===== src/design/rmq_isqrt.sv =====
module rmq_isqrt #(
	parameter int IN_W = 32,
	parameter int SB_W = 1
) (
	input  logic              clk,
	input  logic              arst_n,
	input  logic              en,
	input  logic              in_vld,
	input  logic [IN_W-1:0]   rad,
	input  logic [SB_W-1:0]   in_sb,
	output logic              out_vld,
	output logic [IN_W/2-1:0] root,
	output logic [SB_W-1:0]   out_sb
);
	localparam int RW  = IN_W / 2;
	localparam int RMW = RW + 1;

	// one result bit per stage, remainder and partial root travel down
	logic [RMW-1:0]  rem_s  [RW];
	logic [RW-1:0]   root_s [RW];
	logic [IN_W-1:0] rad_s  [RW];
	logic [SB_W-1:0] sb_s   [RW];
	logic            vld_s  [RW];

	for (genvar gi = 0; gi < RW; gi++) begin : g_stage
		logic [RMW-1:0]  rem_i;
		logic [RW-1:0]   root_i;
		logic [IN_W-1:0] rad_i;
		logic [SB_W-1:0] sb_i;
		logic            vld_i;
		logic [RW+2:0]   cur;
		logic [RW+2:0]   trial;
		logic            take;

		if (gi == 0) begin : g_first
			assign rem_i  = '0;
			assign root_i = '0;
			assign rad_i  = rad;
			assign sb_i   = in_sb;
			assign vld_i  = in_vld;
		end else begin : g_next
			assign rem_i  = rem_s[gi-1];
			assign root_i = root_s[gi-1];
			assign rad_i  = rad_s[gi-1];
			assign sb_i   = sb_s[gi-1];
			assign vld_i  = vld_s[gi-1];
		end

		assign cur   = {rem_i, rad_i[IN_W-1 -: 2]};
		assign trial = {1'b0, root_i, 2'b01};
		assign take  = (cur >= trial);

		always_ff @(posedge clk or negedge arst_n) begin
			if (!arst_n) begin
				vld_s[gi] <= 1'b0;
			end else if (en) begin
				vld_s[gi] <= vld_i;
			end
		end

		always_ff @(posedge clk) begin
			if (en) begin
				rem_s[gi]  <= take ? RMW'(cur - trial) : RMW'(cur);
				root_s[gi] <= {root_i[RW-2:0], take};
				rad_s[gi]  <= rad_i << 2;
				sb_s[gi]   <= sb_i;
			end
		end
	end

	assign out_vld = vld_s[RW-1];
	assign root    = root_s[RW-1];
	assign out_sb  = sb_s[RW-1];

endmodule


===== config.mk =====
export PLATFORM = sky130hd
export DESIGN_NAME = rmq_isqrt
export DESIGN_NICKNAME = d
export VERILOG_FILES = /design/src/design/rmq_isqrt.sv
export SDC_FILE = /design/constraint.sdc
export NUM_CORES = 1
export LEC_CHECK = 0
export BUFFER_PORTS_ARGS = -buffer_cell sky130_fd_sc_hd__buf_2
export CAP_MARGIN = 30
export CORE_MARGIN = 4
export CORE_UTILIZATION = 55
export DETAILED_ROUTE_END_ITERATION = 10
export PLACE_DENSITY = 0.68
export SLEW_MARGIN = 20
export SYNTH_ARGS = -nofsm -noshare
export SYNTH_HDL_FRONTEND = slang
export SYNTH_SLANG_ARGS = --single-unit

===== constraint.sdc =====
create_clock -name clk -period 4.4 [get_ports clk]
set_input_delay 0.22 -clock clk [delete_from_list [all_inputs] [get_ports clk]]
set_output_delay 0.22 -clock clk [all_outputs]
set_load 0.01 [all_outputs]

# After elaboration in Yosys (flattened, before gate mapping)
# Memory sizes are Yosys's and may differ from the RTL's.
# Index checks and enable logic that the tools add are counted.
# word_totals
register_bits,16
mem_bits_rw,1024
inputBits,37
output_inout_bits,18
wordCells,70
mem_count,4
# op_classes
add_sub_neg,16
magnitude_cmp,16
n_mux,18
# mem_list
memory,depth,word_bits,read_ports,rd_clocked_by_memory_dff,wr,line_no,rtl
rad_s,16,30,15,0,16,21,logic [IN_W-1:0] rad_s [RW];
rem_s,16,17,15,0,16,19,logic [RMW-1:0] rem_s [RW];
root_s,16,16,16,0,16,20,logic [RW-1:0] root_s [RW];
sb_s,16,1,16,0,16,22,logic [SB_W-1:0] sb_s [RW];
# ops
op,n
19-bit by 18-bit greater-or-equal comparator with 1-bit output,15
17-bit two-way mux,16
17-bit subtractor,15
2-bit by 1-bit subtractor with 3-bit output (second input constant),1
2-bit by 1-bit greater-or-equal comparator with 1-bit output (second input constant),1
1-bit two-way mux,2

# Longest topological paths before layout
# Gate-level depths: netlist of run 1.
# An unclocked memory read counts as a cell.
# depth
ltp_word,3
depth_mapped,12
depth_no_buf,10

# Worst setup path before layout of run 1
# Ideal clock, no wire load.
# synth_path
path_type,reg2reg
start,mem rem_s[1][68] (netlist bit)
end,"mem rem_s[1][101] (netlist bit), data pin"
arrival_ps,2525
required_ps,4140
setup_slack_ps,1615
path_stages_with_launch,9
period_less_slack_ps,2785
cell_sequence,edfxtp_1 -> ha_1 -> nor2b_1 -> o31a_1 -> o21ai_1 -> a211oi_1 -> o31a_1 -> a2111oi_0 -> mux2_2
# synth_rtl
item,line_no
start: declaration,19

==> reports/metrics.yaml, run 1 <==
run_status:
  status: "finished clean"
floorplanning:
  die_w_microns: 238
  die_area_sq_mm: 0.0569
  start_util_pct: 55.6
  die_h_microns: 238
  core_area_sq_mm: 0.0526
  row_count: 84
  ios: 55
clock_tree:
  cts_tree: "yes"
  clk_latency_ns: 0.59
  cts_buffers: 68
  clk_pin_slew_ns: 0.06
  clockRootBuffer: "clkbuf_16"
  cts_setup_buffers: 0
  cts_resized: 0
  clock_sinks: 645
  cts_htree_levels: 3
  clockBufferDepth: 3
final_layout:
  fin_nets: 2474
  drive_gt1_share_pct: 10.5
  area_delta_synth_final_pct: 12.7
  design_area_sq_mm: 0.0329
  diodes: 0
timing:
  fin_ws_ns: 0.948
  rsz0062_at_grt: "no"
  slew_viol_final: 0
  tightest_slew_ns: 0.903
  maxSlewHeadroom_pct: 39.6
  setup_viol: 0
  hold_viol_final: 0
  fin_setup_tns_ns: 0
  max_freq_mhz: 290
  finalClockSkew_ns: 0.0154
  finalCriticalPeriod_ns: 3.45
  fin_crit_sh_pct: 78.5
worst_setup_path:
  worstSetupPathType: "reg2reg"
  cp.arrival_ns: 3.80
  path_max_fanout: 27
  r2r_start: "rem_s[1][68]$_DFFE_PP_"
  worst_setup_path_end_kind: "flop"
  reg2reg_slack_ns: 0.95
  r2r_cells: 8
  cp-start-kind: "flop"
  crit_required_ns: 4.74
  crit_start: "rem_s[1][68]$_DFFE_PP_"
  r2r-end: "rem_s[1][101]$_DFFE_PP_"
yosys:
  ys_seq_elements: 645
  async_reset_ff_share_pct: 2.48
  synth_top_area_share_pct: 64.7
  yosys-top-cells-area: "edfxtp_1 (65%), ha_1 (6.5%), xnor2_1 (2.6%)"
  ys_types: 79
  synth_edf_count: 629
  syn-instance-count: 2148
  yosysTopAreaCell: "edfxtp_1"
  ys_seq_area_share_pct: 66.0
  synth_flop_cell: "edfxtp_1"
  yosysWarnings: 0
  synth_nets: 2337
  synth_area_sq_mm: 0.0292
  syn_avg_cell_area_sq_um: 13.6
grt:
  antenna_found_initial: 0
  grt_pass1_wl_mm: 81.0
  grt_start_max_net_pins: 117
  first_global_vias: 16700
  grt-ovfl-total: 0
  grt_use_total_pct: 17.2
place:
  place_hpwl_mm: 33.5
  numPortBuffers: 54
  place_congestion: 0.901
  placed_area_sq_mm: 0.0304
  place_ws_ns: 0.957
power:
  power_frac_comb_pct: 14.3
  power.total_w: 0.0158
  netSwitchingFraction_pct: 24.6
  p_int_w: 0.0119
  pwr-share-clk_pct: 35.1
  power_density_mw_per_mm2: 479
  seqPwrFrac_pct: 50.6
  cellLeakagePower_nw: 12.7
  p_sw_w: 0.00389
  ir_worst_vdd_mv: 0.354
route:
  vias_per_cell: 5.53
  drt-total-wl_mm: 48.6
  drt_iter0_drc: 1275
  drc_errors: 0
  antenna_left: 0
  vias: 16700
  wl_per_cell_microns: 16.1
  dr.pass1.iters: 5
run:
  maxCapViolCount: 0
min_path:
  hold_path_class: "in2async"
worst max-delay path by stage:
stage | end | slack, ns | cells past startpoint
after floorplan | rem_s[1][101]$_DFFE_PP_ | 1.62 | 8
after global placement | rem_s[1][101]$_DFFE_PP_ | 1.03 | 8
after detailed placement | rem_s[1][101]$_DFFE_PP_ | 0.96 | 8
after CTS | rem_s[1][101]$_DFFE_PP_ | 0.94 | 8
after global routing | rem_s[1][101]$_DFFE_PP_ | 0.74 | 8
final | rem_s[1][101]$_DFFE_PP_ | 0.95 | 8
per-layer routing:
layer	GRT usage [%]	part of all wire, %	vias to the layer above
met2	29.0	49	375
met3	3.02	4.6	102
met5	0	0	-
met4	6.24	2.5	0
li1	-	-	8240
met1	22.6	44	7991
layout by cell type, fill, tap and decap left out, types with 16 or more instances in the layout:
cell type,count
edfxtp_1,629
inv_1,178
nor2_1,159
ha_1,152
a21oi_1,130
nand2_1,93
xnor2_1,87
o21ai_0,85
xor2_1,80
clkbuf_16,69
buf_2,53
nor3_1,50
mux2_2,49
o21a_1,36
dlygate4sd3_1,36
nor2b_1,34
nand3_1,29
a21o_1,28
or3_1,22
nor4_1,21
or4_1,20
nand2b_1,19
clkinv_1,18
nand4_1,16
dfrtp_1,16
Yosys cell counts, drive strengths merged (5+ instances only):
library cell and number:
nand2 93, nor3 50, a21o 28, or4 22, and2 10, nor4b 6
nor4 23, a21oi 131, o211ai 6, o31ai 10, a2111oi 9, o21bai 5
nor2 159, nor3b 5, a211oi 13, xor2 80, and3 9, mux2 49
mux2i 7, buf 14, o21ai 89, o21a 36, nand3 29, a31oi 11
clkbuf 26, o2111ai 5, dfrtp 16, xnor2 87, or3 22, nor2b 34
or2 7, edfxtp 629, nand2b 19, ha 152, inv 180, a21boi 5
nand4 16
state kept, by name (all words and copies together) (netlist names):
| name | cells |
|---|---|
| sb_s | 16 |
| rem_s | 237 |
| out_vld | 1 |
| g_stage.vld_i | 15 |
| root_s | 136 |
| rad_s | 240 |
cell type report:
| class | instances | area (sq um) |
|---|---|---|
| Clock buffer | 79 | 1770 |
| Clock inverter | 41 | 415 |
| Fill cell | 3907 | 19600 |
| Inverter | 182 | 683 |
| Multi-Input combinational cell | 1281 | 9080 |
| Sequential cell | 645 | 19300 |
| Tap cell | 688 | 861 |
| Timing Repair Buffer | 107 | 836 |
timing repair:
action	4_1_cts	5_1_grt
hold buffers	36	0
endpoints found under the setup margin	0	0
endpoints found under the hold margin	51	0
metrics by stage:
stage / utilization [%] / hold WS, ns / std cells
floorplan: - / -0.0756 / 2148
global placement: 57.8 / 0.143 / 2866
detailed placement: 57.8 / 0.160 / 2866
CTS: 62.6 / 0.0442 / 3022
global route: 62.7 / 0.108 / 3023
finish: 62.7 / 0.0911 / 3023
cell families (layout without fill, tap and decap cells):
kind of cell               after synthesis  after routing  share of synthesized area (%)
adders and majority gates              152            152                           6.51
and+or+nand+nor                        518            518                           8.98
other                                    1              1                         0.0128
muxes                                   56             56                           2.13
buffers and inverters                  222            409                           2.92
DFF                                    645            645                           66.0
AOI/OAI and AO/OA                      387            387                           8.42
xor gates and xnor gates               167            167                           5.01
power by group through the flow:
stage / sequential (W) / combinational (W) / clock [W]
2_1_floorplan: 0.00796 / 0.00168 / 0
3_3_place_gp: 0.00809 / 0.00215 / 0
3_5_place_dp: 0.00811 / 0.00221 / 0
4_1_cts: 0.00799 / 0.00225 / 0.00571
5_1_grt: 0.00805 / 0.00255 / 0.00597
6_report: 0.00798 / 0.00226 / 0.00554
worst max-delay path, cell delays in order, from the launching register on:
cell and delay, ns:
edfxtp_1 0.40, ha_1 0.26, or3_1 0.38, o221a_2 0.32, a31oi_1 0.25, o211ai_1 0.14, or4_1 0.90, nor2b_1 0.29
mux2_2 0.26
Note: power is estimated with default switching activity, not from simulation.
==> run 2, diff against run 1 <==
- ABC_AREA: unset -> 1
- clock period: 4.4 -> 3.2 ns (I/O delays scaled with it)
==> reports/metrics.yaml, run 2 <==
clock_tree:
  clock_sinks: 645  # unchanged
  clockRootBuffer: "clkbuf_16"
  cts_tree: "yes"
  cts_htree_levels: 3  # unchanged
  clockBufferDepth: 3  # unchanged
  cts_buffers: 70  # +2.9%
  clk_latency_ns: 0.62  # +0.03 ns
  clk_pin_slew_ns: 0.06  # about the same
yosys:
  yosys-top-cells-count: "nand2_1 (1132), edfxtp_1 (629), inv_1 (621)"
  yosysWarnings: 0  # unchanged
  yosysTopAreaCell: "edfxtp_1"
  synth_flop_cell: "edfxtp_1"
  ys_seq_area_share_pct: 58.2  # -7.9 points
  synth_edf_count: 629  # unchanged
  syn-instance-count: 3506  # +63%
  ys_types: 47  # -41%
  synth_top_area_share_pct: 57.0  # -7.7 points
  yosys-top-cells-area: "edfxtp_1 (57%), nand2_1 (13%), inv_1 (7.0%)"
  syn_avg_cell_area_sq_um: 9.46  # -30%
  synth_nets: 3695  # +58%
  ys_seq_elements: 645  # unchanged
  synth_area_sq_mm: 0.0332  # +13%
  yosysMostFrequentCell: "nand2_1"
  async_reset_ff_share_pct: 2.48  # unchanged
run_status:
  status: "finished clean"
place:
  place_hpwl_mm: 53.9  # +61%
  dpl.cell_count: 4320  # +51%
  place_congestion: 0.884  # -1.9%
  numPortBuffers: 54  # unchanged
final_layout:
  regMostFlops: "rad_s"
  layout_common_cells: "nand2_1 (1132), edfxtp_1 (629), inv_1 (621)"
  fin_cells: 4477  # +48%
  top_regs: "rad_s (240), rem_s (237), root_s (136)"
  multi_input_area_sq_mm: 0.0113  # +24%
  area_delta_synth_final_pct: 11.5
  fin_nets: 3845  # +55%
  drive_gt1_share_pct: 6.89  # -3.6 points
  regArea_sq_mm: 0.0193  # unchanged
  largest_reg_flops: 240  # unchanged
  layout_commonest_cell: "nand2_1"
  num-fill-cells: 4946  # +27%
timing:
  setup_viol: 0  # unchanged
  maxSlewHeadroom_pct: 51.3  # +12 points
  fin_setup_tns_ns: 0  # unchanged
  finalCriticalPeriod_ns: 2.48  # -0.971 ns
  tightest_slew_ns: 0.730  # -0.173 ns
  max_freq_mhz: 403  # +39%
  fin_crit_sh_pct: 77.5  # -0.93 points
  slew_viol_final: 0  # unchanged
  whs_ns: 0.0491  # -0.0421 ns
  hold_viol_final: 0  # unchanged
  finalClockSkew_ns: 0.0329  # +0.0175 ns
  rsz0062_at_grt: "no"
route:
  drt_iter0_drc: 1754  # +38%
  antenna_left: 0  # unchanged
  dr.pass1.iters: 6  # +1
  drc_errors: 0  # unchanged
  wl_per_cell_microns: 16.0  # -0.41%
  drt-total-wl_mm: 71.7  # +47%
  vias: 23400  # +40%
  vias_per_cell: 5.22  # -5.6%
floorplanning:
  die_w_microns: 254  # +6.3%
  start_util_pct: 55.9  # +0.27 points
  core_area_sq_mm: 0.0594  # +13%
  ios: 55  # unchanged
  die_h_microns: 254  # +6.3%
  row_count: 89  # +6.0%
  die_area_sq_mm: 0.0643  # +13%
grt:
  first_global_vias: 22700  # +36%
  grt-ovfl-total: 0  # unchanged
  antenna_found_initial: 0  # unchanged
  grt_use_total_pct: 22.6  # +5.4 points
  grt_start_max_net_pins: 96  # -18%
  grt_pass1_wl_mm: 116  # +43%
power:
  netSwitchingFraction_pct: 28.6  # +4.0 points
  p_sw_w: 0.00645  # +66%
  power_frac_comb_pct: 18.0  # +3.7 points
  pwr-share-clk_pct: 33.8  # -1.3 points
  seqPwrFrac_pct: 48.2  # -2.4 points
  ir_worst_vdd_mv: 0.810  # +130%
  p_int_w: 0.0161  # +35%
  cellLeakagePower_nw: 17.1  # +35%
  power.total_w: 0.0226  # +43%
  power_density_mw_per_mm2: 610  # +27%
worst_setup_path:
  path_max_fanout: 18  # -33%
  cp-start-kind: "flop"
  cp.arrival_ns: 2.84  # -0.96 ns
  worst_setup_path_end_kind: "flop"
  crit_required_ns: 3.56  # -1.18 ns
  worstSetupPathType: "reg2reg"
run:
  maxCapViolCount: 0  # unchanged
min_path:
  hold_path_class: "in2reg"
[run 2: power groups by stage]
stage	logic [W]	registers (W)	clock network (W)
floorplan	0.00293	0.0108	0
global placement	0.00393	0.0110	0
detailed placement	0.00400	0.0110	0
CTS	0.00405	0.0109	0.00785
global route	0.00467	0.0109	0.00823
finish	0.00405	0.0109	0.00763
[run 2: routing by layer]
layer  track usage, %  up-vias  part of all wire, %  wire length [microns]
met2             38.1      635                   48                  34500
met3             3.37      155                  4.8                   3460
li1                 -    11800                    -                      -
met4             7.97        0                  3.5                   2520
met5                0        -                    0                      0
met1             30.1    10800                   44                  31200
[run 2: cell type report]
| cell class | count | area share, % |
|---|---|---|
| clock buffer | 81 | 4.91 |
| clock inverter | 38 | 1.00 |
| inverter | 628 | 6.38 |
| sequential | 645 | 52.2 |
| timing repair buffer | 116 | 2.47 |
| multi-input combinational | 2195 | 30.4 |
| tap | 773 | 2.62 |
| antenna | 1 | 0.00677 |
[run 2: timing repair]
item,4_1_cts,5_1_grt
hold buffers,37,0
hold endpoints to repair,51,0
resized for setup,0,0
setup buffers,0,0
[run 2: path summary, 6_finish.rpt]
kind | from | end | slack, ns | depth (start not counted)
worst max-delay path | rem_s[1][25]$_DFFE_PP_ | rem_s[1][34]$_DFFE_PP_ | 0.72 | 11
worst min-delay path | en | g_stage[7].vld_i$_DFFE_PN0P_ | 0.05 | 3
worst max register to register | rem_s[1][25]$_DFFE_PP_ | rem_s[1][34]$_DFFE_PP_ | 0.72 | 11
worst min register to register | rad_s[3][23]$_DFFE_PP_ | rad_s[3][55]$_DFFE_PP_ | 0.40 | 0
max in group asynchronous | arst_n | g_stage[10].vld_i$_DFFE_PN0P_ | 2.07 | 3
min in group asynchronous | arst_n | g_stage[13].vld_i$_DFFE_PN0P_ | 0.68 | 3
[run 2: critical path, cell delays in order, from the launching register on]
cell and delay, ns:
edfxtp_1 0.42, ha_1 0.40, nand2_1 0.10, inv_1 0.07, nand2_1 0.10, nor2_1 0.06
nand2_1 0.08, nand3_1 0.12, nand2_2 0.24, nand3_2 0.40, nand2_1 0.18, nand2_1 0.07
[run 2: metrics by stage]
stage | setup WS, ns | area (sq um) | util (%)
global placement | 0.808 | 34400 | 58.0
floorplan | 1.31 | 33200 | -
finish | 0.719 | 37000 | 62.3
detailed placement | 0.775 | 34400 | 58.0
CTS | 0.750 | 37000 | 62.3
global route | 0.468 | 37000 | 62.3
[run 2: cell families after synthesis]
group	share of synthesized area, %
and+or+nand+nor	22.6
buffers and inverters	7.88
DFF	58.2
AOI/OAI and AO/OA	3.32
adders and majority gates	5.74
xor gates and xnor gates	2.30
other	0.0113
