`src/design/rmq_pkg.sv`:
```
package rmq_pkg;

	localparam int DEF_DATA_WIDTH = 16;
	localparam int DEF_FRAC_BITS  = 14;

	// magnitude bits of a component before normalization
	localparam int QMAG_W = 30;
	localparam logic [QMAG_W-1:0] QLIM = '1;

	typedef enum logic [1:0] {
		PIV_W = 2'd0,
		PIV_X = 2'd1,
		PIV_Y = 2'd2,
		PIV_Z = 2'd3
	} piv_t;

	function automatic int max2(input int a, input int b);
		return (a > b) ? a : b;
	endfunction

endpackage

```
`src/design/rmq_front.sv`:
```
module rmq_front #(
	parameter int DW = 16,
	parameter int FB = 14,
	parameter int AW = 19
) (
	input  logic                 clk,
	input  logic                 arst_n,
	input  logic                 en,
	input  logic                 in_vld,
	input  logic signed [DW-1:0] m00,
	input  logic signed [DW-1:0] m01,
	input  logic signed [DW-1:0] m02,
	input  logic signed [DW-1:0] m10,
	input  logic signed [DW-1:0] m11,
	input  logic signed [DW-1:0] m12,
	input  logic signed [DW-1:0] m20,
	input  logic signed [DW-1:0] m21,
	input  logic signed [DW-1:0] m22,
	output logic                 out_vld,
	output rmq_pkg::piv_t        piv,
	output logic [AW-2:0]        arg,
	output logic [2:0][DW:0]     mag,
	output logic [2:0]           neg
);
	import rmq_pkg::*;

	localparam logic signed [AW-1:0] ONE = {{(AW-FB-1){1'b0}}, 1'b1, {FB{1'b0}}};

	function automatic logic signed [AW-1:0] ext(input logic signed [DW-1:0] x);
		return {{(AW-DW){x[DW-1]}}, x};
	endfunction

	function automatic logic signed [DW:0] ex1(input logic signed [DW-1:0] x);
		return {x[DW-1], x};
	endfunction

	logic signed [AW-1:0] trace;
	logic                 vld_s1;
	logic                 tpos_s1, gx_s1, gy_s1;
	logic signed [AW-1:0] argw_s1, argx_s1, argy_s1, argz_s1;
	logic signed [DW:0]   da_s1, db_s1, dc_s1, s01_s1, s02_s1, s12_s1;

	assign trace = ext(m00) + ext(m11) + ext(m22);

	always_ff @(posedge clk or negedge arst_n) begin
		if (!arst_n) begin
			vld_s1 <= 1'b0;
		end else if (en) begin
			vld_s1 <= in_vld;
		end
	end

	always_ff @(posedge clk) begin
		if (en) begin
			tpos_s1 <= !trace[AW-1] && (trace != '0);
			gx_s1   <= (m00 > m11) && (m00 > m22);
			gy_s1   <= (m11 > m22);
			argw_s1 <= trace + ONE;
			argx_s1 <= ext(m00) - ext(m11) - ext(m22) + ONE;
			argy_s1 <= ext(m11) - ext(m00) - ext(m22) + ONE;
			argz_s1 <= ext(m22) - ext(m00) - ext(m11) + ONE;
			da_s1   <= ex1(m21) - ex1(m12);
			db_s1   <= ex1(m02) - ex1(m20);
			dc_s1   <= ex1(m10) - ex1(m01);
			s01_s1  <= ex1(m01) + ex1(m10);
			s02_s1  <= ex1(m02) + ex1(m20);
			s12_s1  <= ex1(m12) + ex1(m21);
		end
	end

	piv_t                    piv_c;
	logic signed [AW-1:0]    arg_c;
	logic signed [2:0][DW:0] num_c;

	always_comb begin
		if (tpos_s1) begin
			piv_c = PIV_W;
		end else if (gx_s1) begin
			piv_c = PIV_X;
		end else if (gy_s1) begin
			piv_c = PIV_Y;
		end else begin
			piv_c = PIV_Z;
		end
		unique case (piv_c)
			PIV_W: begin
				arg_c = argw_s1;
				num_c = {dc_s1, db_s1, da_s1};
			end
			PIV_X: begin
				arg_c = argx_s1;
				num_c = {s02_s1, s01_s1, da_s1};
			end
			PIV_Y: begin
				arg_c = argy_s1;
				num_c = {s12_s1, s01_s1, db_s1};
			end
			PIV_Z: begin
				arg_c = argz_s1;
				num_c = {s12_s1, s02_s1, dc_s1};
			end
			default: begin
				arg_c = argw_s1;
				num_c = {dc_s1, db_s1, da_s1};
			end
		endcase
	end

	logic                vld_s2;
	piv_t                piv_s2;
	logic [AW-2:0]       arg_s2;
	logic [2:0][DW:0]    mag_s2;
	logic [2:0]          neg_s2;

	always_ff @(posedge clk or negedge arst_n) begin
		if (!arst_n) begin
			vld_s2 <= 1'b0;
		end else if (en) begin
			vld_s2 <= vld_s1;
		end
	end

	always_ff @(posedge clk) begin
		if (en) begin
			piv_s2 <= piv_c;
			// negative root argument clamps to zero
			arg_s2 <= arg_c[AW-1] ? '0 : arg_c[AW-2:0];
			for (int l = 0; l < 3; l++) begin
				neg_s2[l] <= num_c[l][DW];
				mag_s2[l] <= num_c[l][DW] ? (DW+1)'(-num_c[l]) : num_c[l];
			end
		end
	end

	assign out_vld = vld_s2;
	assign piv     = piv_s2;
	assign arg     = arg_s2;
	assign mag     = mag_s2;
	assign neg     = neg_s2;

endmodule

```
`config.mk`:
```
export PLATFORM = sky130hd
export DESIGN_NAME = rmq_front
export DESIGN_NICKNAME = d
export VERILOG_FILES = /design/src/design/rmq_pkg.sv /design/src/design/rmq_front.sv
export SDC_FILE = /design/constraint.sdc
export NUM_CORES = 1
export LEC_CHECK = 0
export BUFFER_PORTS_ARGS = -buffer_cell sky130_fd_sc_hd__buf_2
export CELL_PAD_IN_SITES_DETAIL_PLACEMENT = 0
export CELL_PAD_IN_SITES_GLOBAL_PLACEMENT = 2
export CORE_ASPECT_RATIO = 0.5
export CORE_MARGIN = 2
export CORE_UTILIZATION = 42
export CTS_BUF_LIST = sky130_fd_sc_hd__clkbuf_16
export CTS_CLUSTER_SIZE = 28
export DETAILED_ROUTE_END_ITERATION = 8
export PLACE_DENSITY_LB_ADDON = 0.1
export SYNTH_ARGS = -nofsm -noshare
export SYNTH_HDL_FRONTEND = slang
export SYNTH_SLANG_ARGS = --single-unit
```
`constraint.sdc`:
```
create_clock -name clk -period 7.4 [get_ports clk]
set_input_delay 0.74 -clock clk [delete_from_list [all_inputs] [get_ports clk]]
set_output_delay 0.74 -clock clk [all_outputs]
set_load 0.005 [all_outputs]
```
# Word level (Yosys, flattened, before mapping)
# Cells that the tools add are included.
classes:
  n_addsub: 21
  n_mul: 0
  n_div: 0
  n_lt_le_gt_ge: 3
  eq_ne: 3
  shifts: 0
  muxes: 8
  n_bitwise: 0
  n_reduce_logical: 5
op_table:
  columns: ["operator", "count"]
  rows:
  - ["one-hot mux 51 bit (4 select lines)", 1]
  - ["subtractor 16 x 16 -> 17 bit", 6]
  - ["adder 18 x 16 -> 19 bit (second input constant)", 4]
  - ["one-hot mux 19 bit (4 select lines)", 1]
  - ["adder 16 x 16 -> 17 bit", 4]
  - ["subtractor 17 x 16 -> 18 bit", 3]
  - ["negator 17 bit", 3]
  - ["> comparator 16 bit", 3]
  - ["two-way mux 16 bit", 3]
  - ["nonzero test 19 bit", 1]
  - ["adder 17 x 16 -> 18 bit", 1]
  - ["equality test 2 bit (second input constant)", 2]
  - ["two-way mux 2 bit", 2]
  - ["equality test 2 x 1 -> 1 bit (second input constant)", 1]
  - ["logical AND 1 bit", 2]
  - ["zero test 2 bit", 1]
  - ["zero test 1 bit", 1]
  - ["two-way mux 1 bit", 1]
totals:
  regBits: 257
  latchBits: 0
  ramBits: 0
  mem_bits_ro: 0
  inputBits: 148
  out_inout_bits: 75
  wordCells: 64
  mem_count: 0

# Longest topological paths before layout
# Gate-level depths: netlist of the first run.
logic_depth:
  depth_word: 7
  mapped_depth: 17
  mapped_depth_nobuf: 17

# Worst setup path before layout of the first run
# OpenSTA, ideal clock, no wires.
synth_path:
  kind: "input port to flip-flop"
  from: "input port m00[1]"
  to: "register tpos_s1, data pin"
  setup_ns: 0.271
  t_arrival_ns: 4.806
  required_ns: 7.129
  slack_ns: 2.322
  stages: 17
  n_path_buf: 0
  path_cell_list: "fa_1 -> ha_1 -> fa_1 -> a211oi_2 -> nor2_2 -> o31ai_4 -> o21ai_0 -> o21a_1 -> nor2_1 -> xor2_1 -> ha_1 -> or4b_2 -> nor4_1 -> o21ai_0 -> or4_1 -> nor4_2 -> a31oi_1"
synth_between:
  elab_chain_cells: 4
  word_cells_on_any_way: 5
  cone_classes: "add/sub (2); reduce/logical (3)"
synth_rtl:
  columns: ["item", "line", "text"]
  rows:
  - ["start, declared", "rmq_front.sv:10", "input logic signed [DW-1:0] m00,"]
  - ["adder 16 x 16 -> 17 bit (*)", "rmq_front.sv:43", "assign trace = ext(m00) + ext(m11) + ext(m22);"]
  - ["adder 17 x 16 -> 18 bit (*)", "rmq_front.sv:43", null]
  - ["nonzero test 19 bit or zero test 1 bit (tied branches)", "rmq_front.sv:55", "tpos_s1 <= !trace[AW-1] && (trace != '0);"]
  - ["logical AND 1 bit (*)", "rmq_front.sv:55", null]
  - ["end signal, assigned", "rmq_front.sv:55", null]
  - ["end, declared", "rmq_front.sv:39", "logic tpos_s1, gx_s1, gy_s1;"]
# Every way passes the cells marked *; elsewhere a longest branch is shown, timed or not.
# A chain may end at the register's enable or synchronous reset.

# Final worst setup path of the first run
# Ends and elaborated chain as after synthesis.

==> results_dict.tcl, run 1 <==
set metrics [dict create \
    seqPwrFrac 0.369 \
    synthFlopType "edfxtp_1" \
    cellPowerDensity_nw_per_um2 247.8 \
    drc_errors 0 \
    ir_drop_mv 0.1729 \
    n_fill_cell 4865 \
    antenna_found_initial 0 \
    start_kind "primary input" \
    yosys_warnings 0 \
    hpwl_mm 46.26 \
    design_area_um2 24130 \
    clock_skew_ns 0.02237 \
    num_vias 15150 \
    grt_max_degree 104 \
    clk_latency_ns 0.58 \
    criticalPathCategory "primary input to flip-flop" \
    max_freq_mhz 188.4 \
    syn_inst 2096 \
    cts_resized 0 \
    status "completed" \
    muxShareOfSynthArea 0.03963 \
    die_w_um 323.1 \
    timing.final.crit_share 0.7173 \
    p_clk_frac 0.236 \
    crit_arrival_ns 5.60 \
    core_area_um2 50220 \
    finalMaxSlewViolations 0 \
    cts_buffer_depth 3 \
    seq_area_um2 7557 \
    cts_made_buffers 27 \
    synth_seq_cells 252 \
    clock-sinks 252 \
    synth_compound_area_frac 0.1343 \
    final_cell_mix "ha_1 (303), edfxtp_1 (250), inv_1 (243)" \
    start_util 0.4257 \
    synthArstFlopShare 0.007937 \
    maxSlewHeadroom 0.4848 \
    leakage_nw 10.77 \
    via_per_inst 5.025 \
    num_rows 58 \
    p_comb_frac 0.395 \
    max_cap_viol_count 0 \
    tns_ns 0 \
    htree_num_levels 1 \
    min_period_ns 5.308 \
    synth.net_count 2627 \
    dieArea_um2 52830 \
    grt_remaining_overflow 0 \
    grt_usage 0.2187 \
    syn_area_um2 21380 \
    cts_tree "done" \
    num_antenna_cells 0 \
    drt_first_pass_iters 5 \
    areaGrowthSynthToFinish_pct 12.89 \
    synth_cell_type_count 73 \
    cp_max_fo 6 \
    finalSetupViolCount 0 \
    cts_root_buf "clkbuf_16" \
    required_ns 7.69 \
    wire_per_inst_um 19.03 \
    die-height_um 163.5 \
    min_path_type "primary input to flip-flop" \
    p_int_mw 3.798 \
    report.final.hold_viol_count 0 \
    final_antenna_net_count 0 \
    drive_above_1_share 0.1351 \
    synthXorXnorAreaFrac 0.06719 \
    post_cts_buffers 0 \
    grt_pass1_vias 15120 \
    syn_area_per_cell_um2 10.20 \
    cts_hold_buf 1 \
    synth_top_family_by_area "adder cells" \
    ios 223 \
    wl_mm 57.37 \
    yosys.area_share.simple 0.09950 \
    place.gp.congestion 0.8677 \
    grt_pass1_wl_mm 88.15 \
    mostFrequentLayoutCell "ha_1" \
    io_buffers 222 \
    synth_edf_count 250 \
    worst_setup_path_end_kind "flip-flop" \
    drt_iter0_markers 912 \
    placed_area_um2 23220 \
    synthAdderAreaFrac 0.2523 \
    utilization 0.4805 \
    rsz0062_at_grt "no" \
    p_total_mw 5.979 \
    clkTransAtPathRegs_ns 0.06 \
    tightestPinTransition_ns 0.7533 \
    multi_input_area_um2 12670 \
    swShare 0.3647 \
    switchingPower_mw 2.181 \
    nets 2836 \
    ys_seq_area_frac 0.3535 \
]
-- critical path: stages --
cell	delay (ns)
buf_2	0.15
fa_1	0.48
ha_1	0.25
fa_1	0.47
a211oi_2	0.23
nor2_2	0.13
o31ai_4	0.36
o21ai_0	0.27
o21a_1	0.24
nor2_1	0.16
xor2_1	0.22
ha_1	0.19
or4b_2	0.59
nor4_1	0.25
o21ai_0	0.14
or4_1	0.42
nor4_2	0.18
a31oi_1	0.12
-- state kept, by name (all words and copies together) (netlist names), 17 cells and up --
register / count
arg: 18
argw_s1: 19
argx_s1: 19
argy_s1: 18
argz_s1: 18
da_s1: 17
db_s1: 17
dc_s1: 17
mag: 51
-- path summary, 6_finish.rpt --
check / startpoint / endpoint / slack, ns / depth (start not counted)
min in group asynchronous: arst_n / out_vld / 0.48 / 2
hold reg to reg: vld_s1 / out_vld / 0.51 / 1
setup / recovery: m00[1] / tpos_s1 / 2.09 / 18
setup reg to reg: gx_s1 / mag[10] / 4.17 / 9
max in group asynchronous: arst_n / vld_s1 / 6.83 / 2
hold / removal: in_vld / vld_s1 / 0.41 / 2
-- logic make-up after synthesis --
| group | after synthesis |
|---|---|
| simple gates | 448 |
| mux | 83 |
| buf+inv | 296 |
| fa+ha+maj | 383 |
| xor+xnor | 164 |
| compound gates | 470 |
| flops | 252 |
-- power by group through the flow --
stage	clock network [mW]	registers (mW)	logic, mW
global route	1.50	2.24	2.64
detailed placement	0	2.24	2.37
CTS	1.44	2.21	2.39
finish	1.41	2.21	2.36
floorplan	0	2.19	1.56
global placement	0	2.23	2.38
-- cell usage after synthesis, types with 7 or more instances --
cell | instances | share of area
o211ai_1 | 9 | 0.0032
a31oi_1 | 17 | 0.0050
or2_2 | 7 | 0.0020
o21ai_0 | 97 | 0.023
edfxtp_1 | 250 | 0.35
nand3_1 | 19 | 0.0044
buf_2 | 21 | 0.0049
clkbuf_1 | 23 | 0.0040
nand2_1 | 90 | 0.016
o31ai_1 | 8 | 0.0028
a21boi_0 | 7 | 0.0025
fa_1 | 80 | 0.075
nor4_1 | 16 | 0.0047
and2_1 | 8 | 0.0023
o21bai_1 | 31 | 0.011
a211oi_1 | 12 | 0.0042
a21o_1 | 27 | 0.0095
nor2b_1 | 28 | 0.0082
a21oi_1 | 190 | 0.044
nand2b_1 | 23 | 0.0067
nor2_1 | 181 | 0.032
inv_1 | 241 | 0.042
mux2i_1 | 70 | 0.033
nand4_1 | 7 | 0.0020
and3_1 | 12 | 0.0035
o21ai_1 | 7 | 0.0016
ha_1 | 303 | 0.18
o21a_1 | 16 | 0.0056
mux2_2 | 13 | 0.0068
nor3_1 | 24 | 0.0056
buf_1 | 7 | 0.0012
xor2_1 | 53 | 0.022
xnor2_1 | 111 | 0.045
-- metal layers --
| metal | GRT usage | routed length, µm | vias to the layer above |
|---|---|---|---|
| li1 | - | - | 7679 |
| met1 | 0.3096 | 27670 | 7192 |
| met2 | 0.3620 | 26680 | 231 |
| met3 | 0.02827 | 2082 | 48 |
| met4 | 0.03890 | 937 | 0 |
| met5 | 0 | 0 | - |
-- per-stage QoR --
stage / hold WS, ns / instances / worst slack [ns]
2_1_floorplan: 0.4444 / 2096 / 2.322
3_3_place_gp: 0.4822 / 2965 / 1.727
3_5_place_dp: 0.4961 / 2965 / 1.597
4_1_cts: 0.3767 / 3015 / 2.104
5_1_grt: 0.3800 / 3015 / 1.812
6_report: 0.4063 / 3015 / 2.092
-- area by class of cell --
type                    instances  area share
multi-input cells            1548      0.5252
flip-flops and latches        252      0.3132
repair buffers                234     0.05081
inverters                     242     0.03764
well taps                     690     0.03578
clock buffers                  27     0.02800
clock inverters                22    0.009436
Note: power is estimated with default switching activity, not from simulation.
==> run 2, diff against run 1 <==
--- a/config.mk
+++ b/config.mk
@@ -10,7 +10,7 @@
 export CELL_PAD_IN_SITES_GLOBAL_PLACEMENT = 2
 export CORE_ASPECT_RATIO = 0.5
 export CORE_MARGIN = 2
-export CORE_UTILIZATION = 42
+export CORE_UTILIZATION = 36
 export CTS_BUF_LIST = sky130_fd_sc_hd__clkbuf_16
 export CTS_CLUSTER_SIZE = 28
 export DETAILED_ROUTE_END_ITERATION = 8
==> constraint.sdc (replaced) <==
create_clock -name clk -period 4.39 [get_ports clk]
set_input_delay 0.439 -clock clk [delete_from_list [all_inputs] [get_ports clk]]
set_output_delay 0.439 -clock clk [all_outputs]
set_load 0.005 [all_outputs]
==> run 2 against run 1 <==
  * Hold slack lost 0.28 ns
  * Critical path depth stayed put
  * Sequential share of layout area fell by 1.1 points
  * Utilization is 5.6 points lower
  * Critical path type unchanged
  * Largest cell class unchanged
  * Highest routed layer unchanged
==> results_dict.tcl, run 2 (synthesis results as in run 1) <==
set metrics [dict create \
    placed_area_um2 24050 \
    worst_setup_path_end_kind "flip-flop" \
    max_freq_mhz 233.0 \
    p_clk_frac 0.229 \
    clock_skew_ns 0.02317 \
    core_area_um2 58960 \
    criticalPathCategory "primary input to flip-flop" \
    wire_per_inst_um 18.95 \
    max_cap_viol_count 0 \
    clk_latency_ns 0.56 \
    switchingPower_mw 3.712 \
    drt_iter0_markers 890 \
    cts_buffer_depth 3 \
    cellPowerDensity_nw_per_um2 413.3 \
    cp_slowest_cell "fa_1" \
    n_fill_cell 5802 \
    die_w_um 348.6 \
    io_buffers 222 \
    final_antenna_net_count 0 \
    grt_max_degree 89 \
    final_cell_mix "ha_1 (301), edfxtp_1 (250), inv_1 (246)" \
    cts_root_buf "clkbuf_16" \
    grt_usage 0.1990 \
    min_path_type "primary input to flip-flop" \
    place.gp.congestion 0.8290 \
    drc_errors 0 \
    report.final.hold_viol_count 0 \
    seqPwrFrac 0.361 \
    ir_drop_mv 0.2768 \
    crit_buf_inv 1 \
    finalSetupViolCount 0 \
    num_vias 15590 \
    grt_pass1_wl_mm 93.79 \
    fin_ws_ns 0.09878 \
    clkTransAtPathRegs_ns 0.07 \
    num_antenna_cells 0 \
    ios 223 \
    min_period_ns 4.291 \
    p_total_mw 10.34 \
    tightestPinTransition_ns 0.9967 \
    required_ns 4.66 \
    largest_reg_flops 51 \
    final-instance-count-excl-fill 3202 \
    tns_ns 0 \
    via_per_inst 4.869 \
    mostFrequentLayoutCell "ha_1" \
    status "completed" \
    p_comb_frac 0.410 \
    die-height_um 176.3 \
    wl_mm 60.67 \
    htree_num_levels 1 \
    rsz0062_at_grt "yes" \
    grt_pass1_vias 15840 \
    place_inst 3149 \
    design_area_um2 25020 \
    start_util 0.3626 \
    place_ws_ns -0.6352 \
    grt_remaining_overflow 0 \
    cp_max_fo 2 \
    p_int_mw 6.627 \
    utilization 0.4243 \
    clock-sinks 252 \
    dieArea_um2 61460 \
    antenna_found_initial 2 \
    drt_first_pass_iters 5 \
    finalMaxSlewViolations 0 \
    num_rows 63 \
    holdWs_ns 0.1216 \
    cp_top_family "simple AND/OR/NAND/NOR gates" \
    timing.final.crit_share 0.9775 \
    crit_arrival_ns 4.56 \
    hpwl_mm 50.13 \
    cts_tree "done" \
    start_kind "primary input" \
    areaGrowthSynthToFinish_pct 17.02 \
    nets 2933 \
    leakage_nw 11.28 \
    cts_made_buffers 26 \
    maxSlewHeadroom 0.3261 \
    slowest_delay_ns 0.48 \
    swShare 0.3590 \
    crit_chain "buf_6 -> fa_1 -> ha_2 -> fa_2 -> a211oi_2 -> nor2_2 -> o31ai_4 -> o21ai_2 -> o21a_1 -> nor2_2 -> xor2_1 -> ha_2 -> or4b_4 -> nor4_4 -> o21ai_1 -> or4_1 -> nor4_2 -> a31oi_1" \
    drive_above_1_share 0.1701 \
]
run 2: what timing repair did:
action                                  4_1_cts  5_1_grt
endpoints found under the setup margin        1        1
hold endpoints to repair                      2        0
gates resized for setup                       6        1
pin swaps                                     9        6
setup buffers                                 4        0
hold buffers                                  1        0
run 2: final timing paths:
check	startpoint	end	slack, ns	depth (start not counted)
max in group asynchronous	arst_n	vld_s1	4.10	2
worst max-delay path	m00[1]	tpos_s1	0.1	18
worst min-delay path	in_vld	vld_s1	0.12	2
worst min register to register	out_vld	out_vld	0.51	1
min in group asynchronous	arst_n	out_vld	0.20	2
worst max register to register	gx_s1	mag[28]	1.23	9
run 2: cell type report:
cell class	instances	area, µm²	area share
repair buffers	332	1974	0.07893
well taps	780	975.9	0.03901
clock buffers	26	650.6	0.02601
clock inverters	22	242.7	0.009703
flip-flops and latches	252	7557	0.3021
multi-input cells	1548	12710	0.5079
inverters	242	908.4	0.03631
run 2: worst register-to-register path, cell delays in order (launching register included):
cell,delay (ns)
edfxtp_1,0.47
nor2_2,0.36
buf_4,0.30
mux2_2,0.35
mux2i_1,0.37
o211ai_1,0.25
nor2_1,0.15
a41oi_1,0.28
nor2_1,0.22
xor2_1,0.24
run 2: power by group through the flow:
stage	combinational, mW	clock [mW]	sequential (mW)
4_1_cts	4.30	2.41	3.75
5_1_grt	4.77	2.52	3.79
2_1_floorplan	2.63	0	3.70
3_3_place_gp	4.27	0	3.79
6_report	4.24	2.36	3.74
3_5_place_dp	4.24	0	3.80
run 2: metal layers:
| metal | share of wire | vias to the layer above | track usage |
|---|---|---|---|
| li1 | - | 7879 | - |
| met1 | 0.49 | 7455 | 0.2869 |
| met2 | 0.47 | 214 | 0.3330 |
| met3 | 0.026 | 42 | 0.01759 |
| met4 | 0.012 | 0 | 0.02784 |
| met5 | 0 | - | 0 |
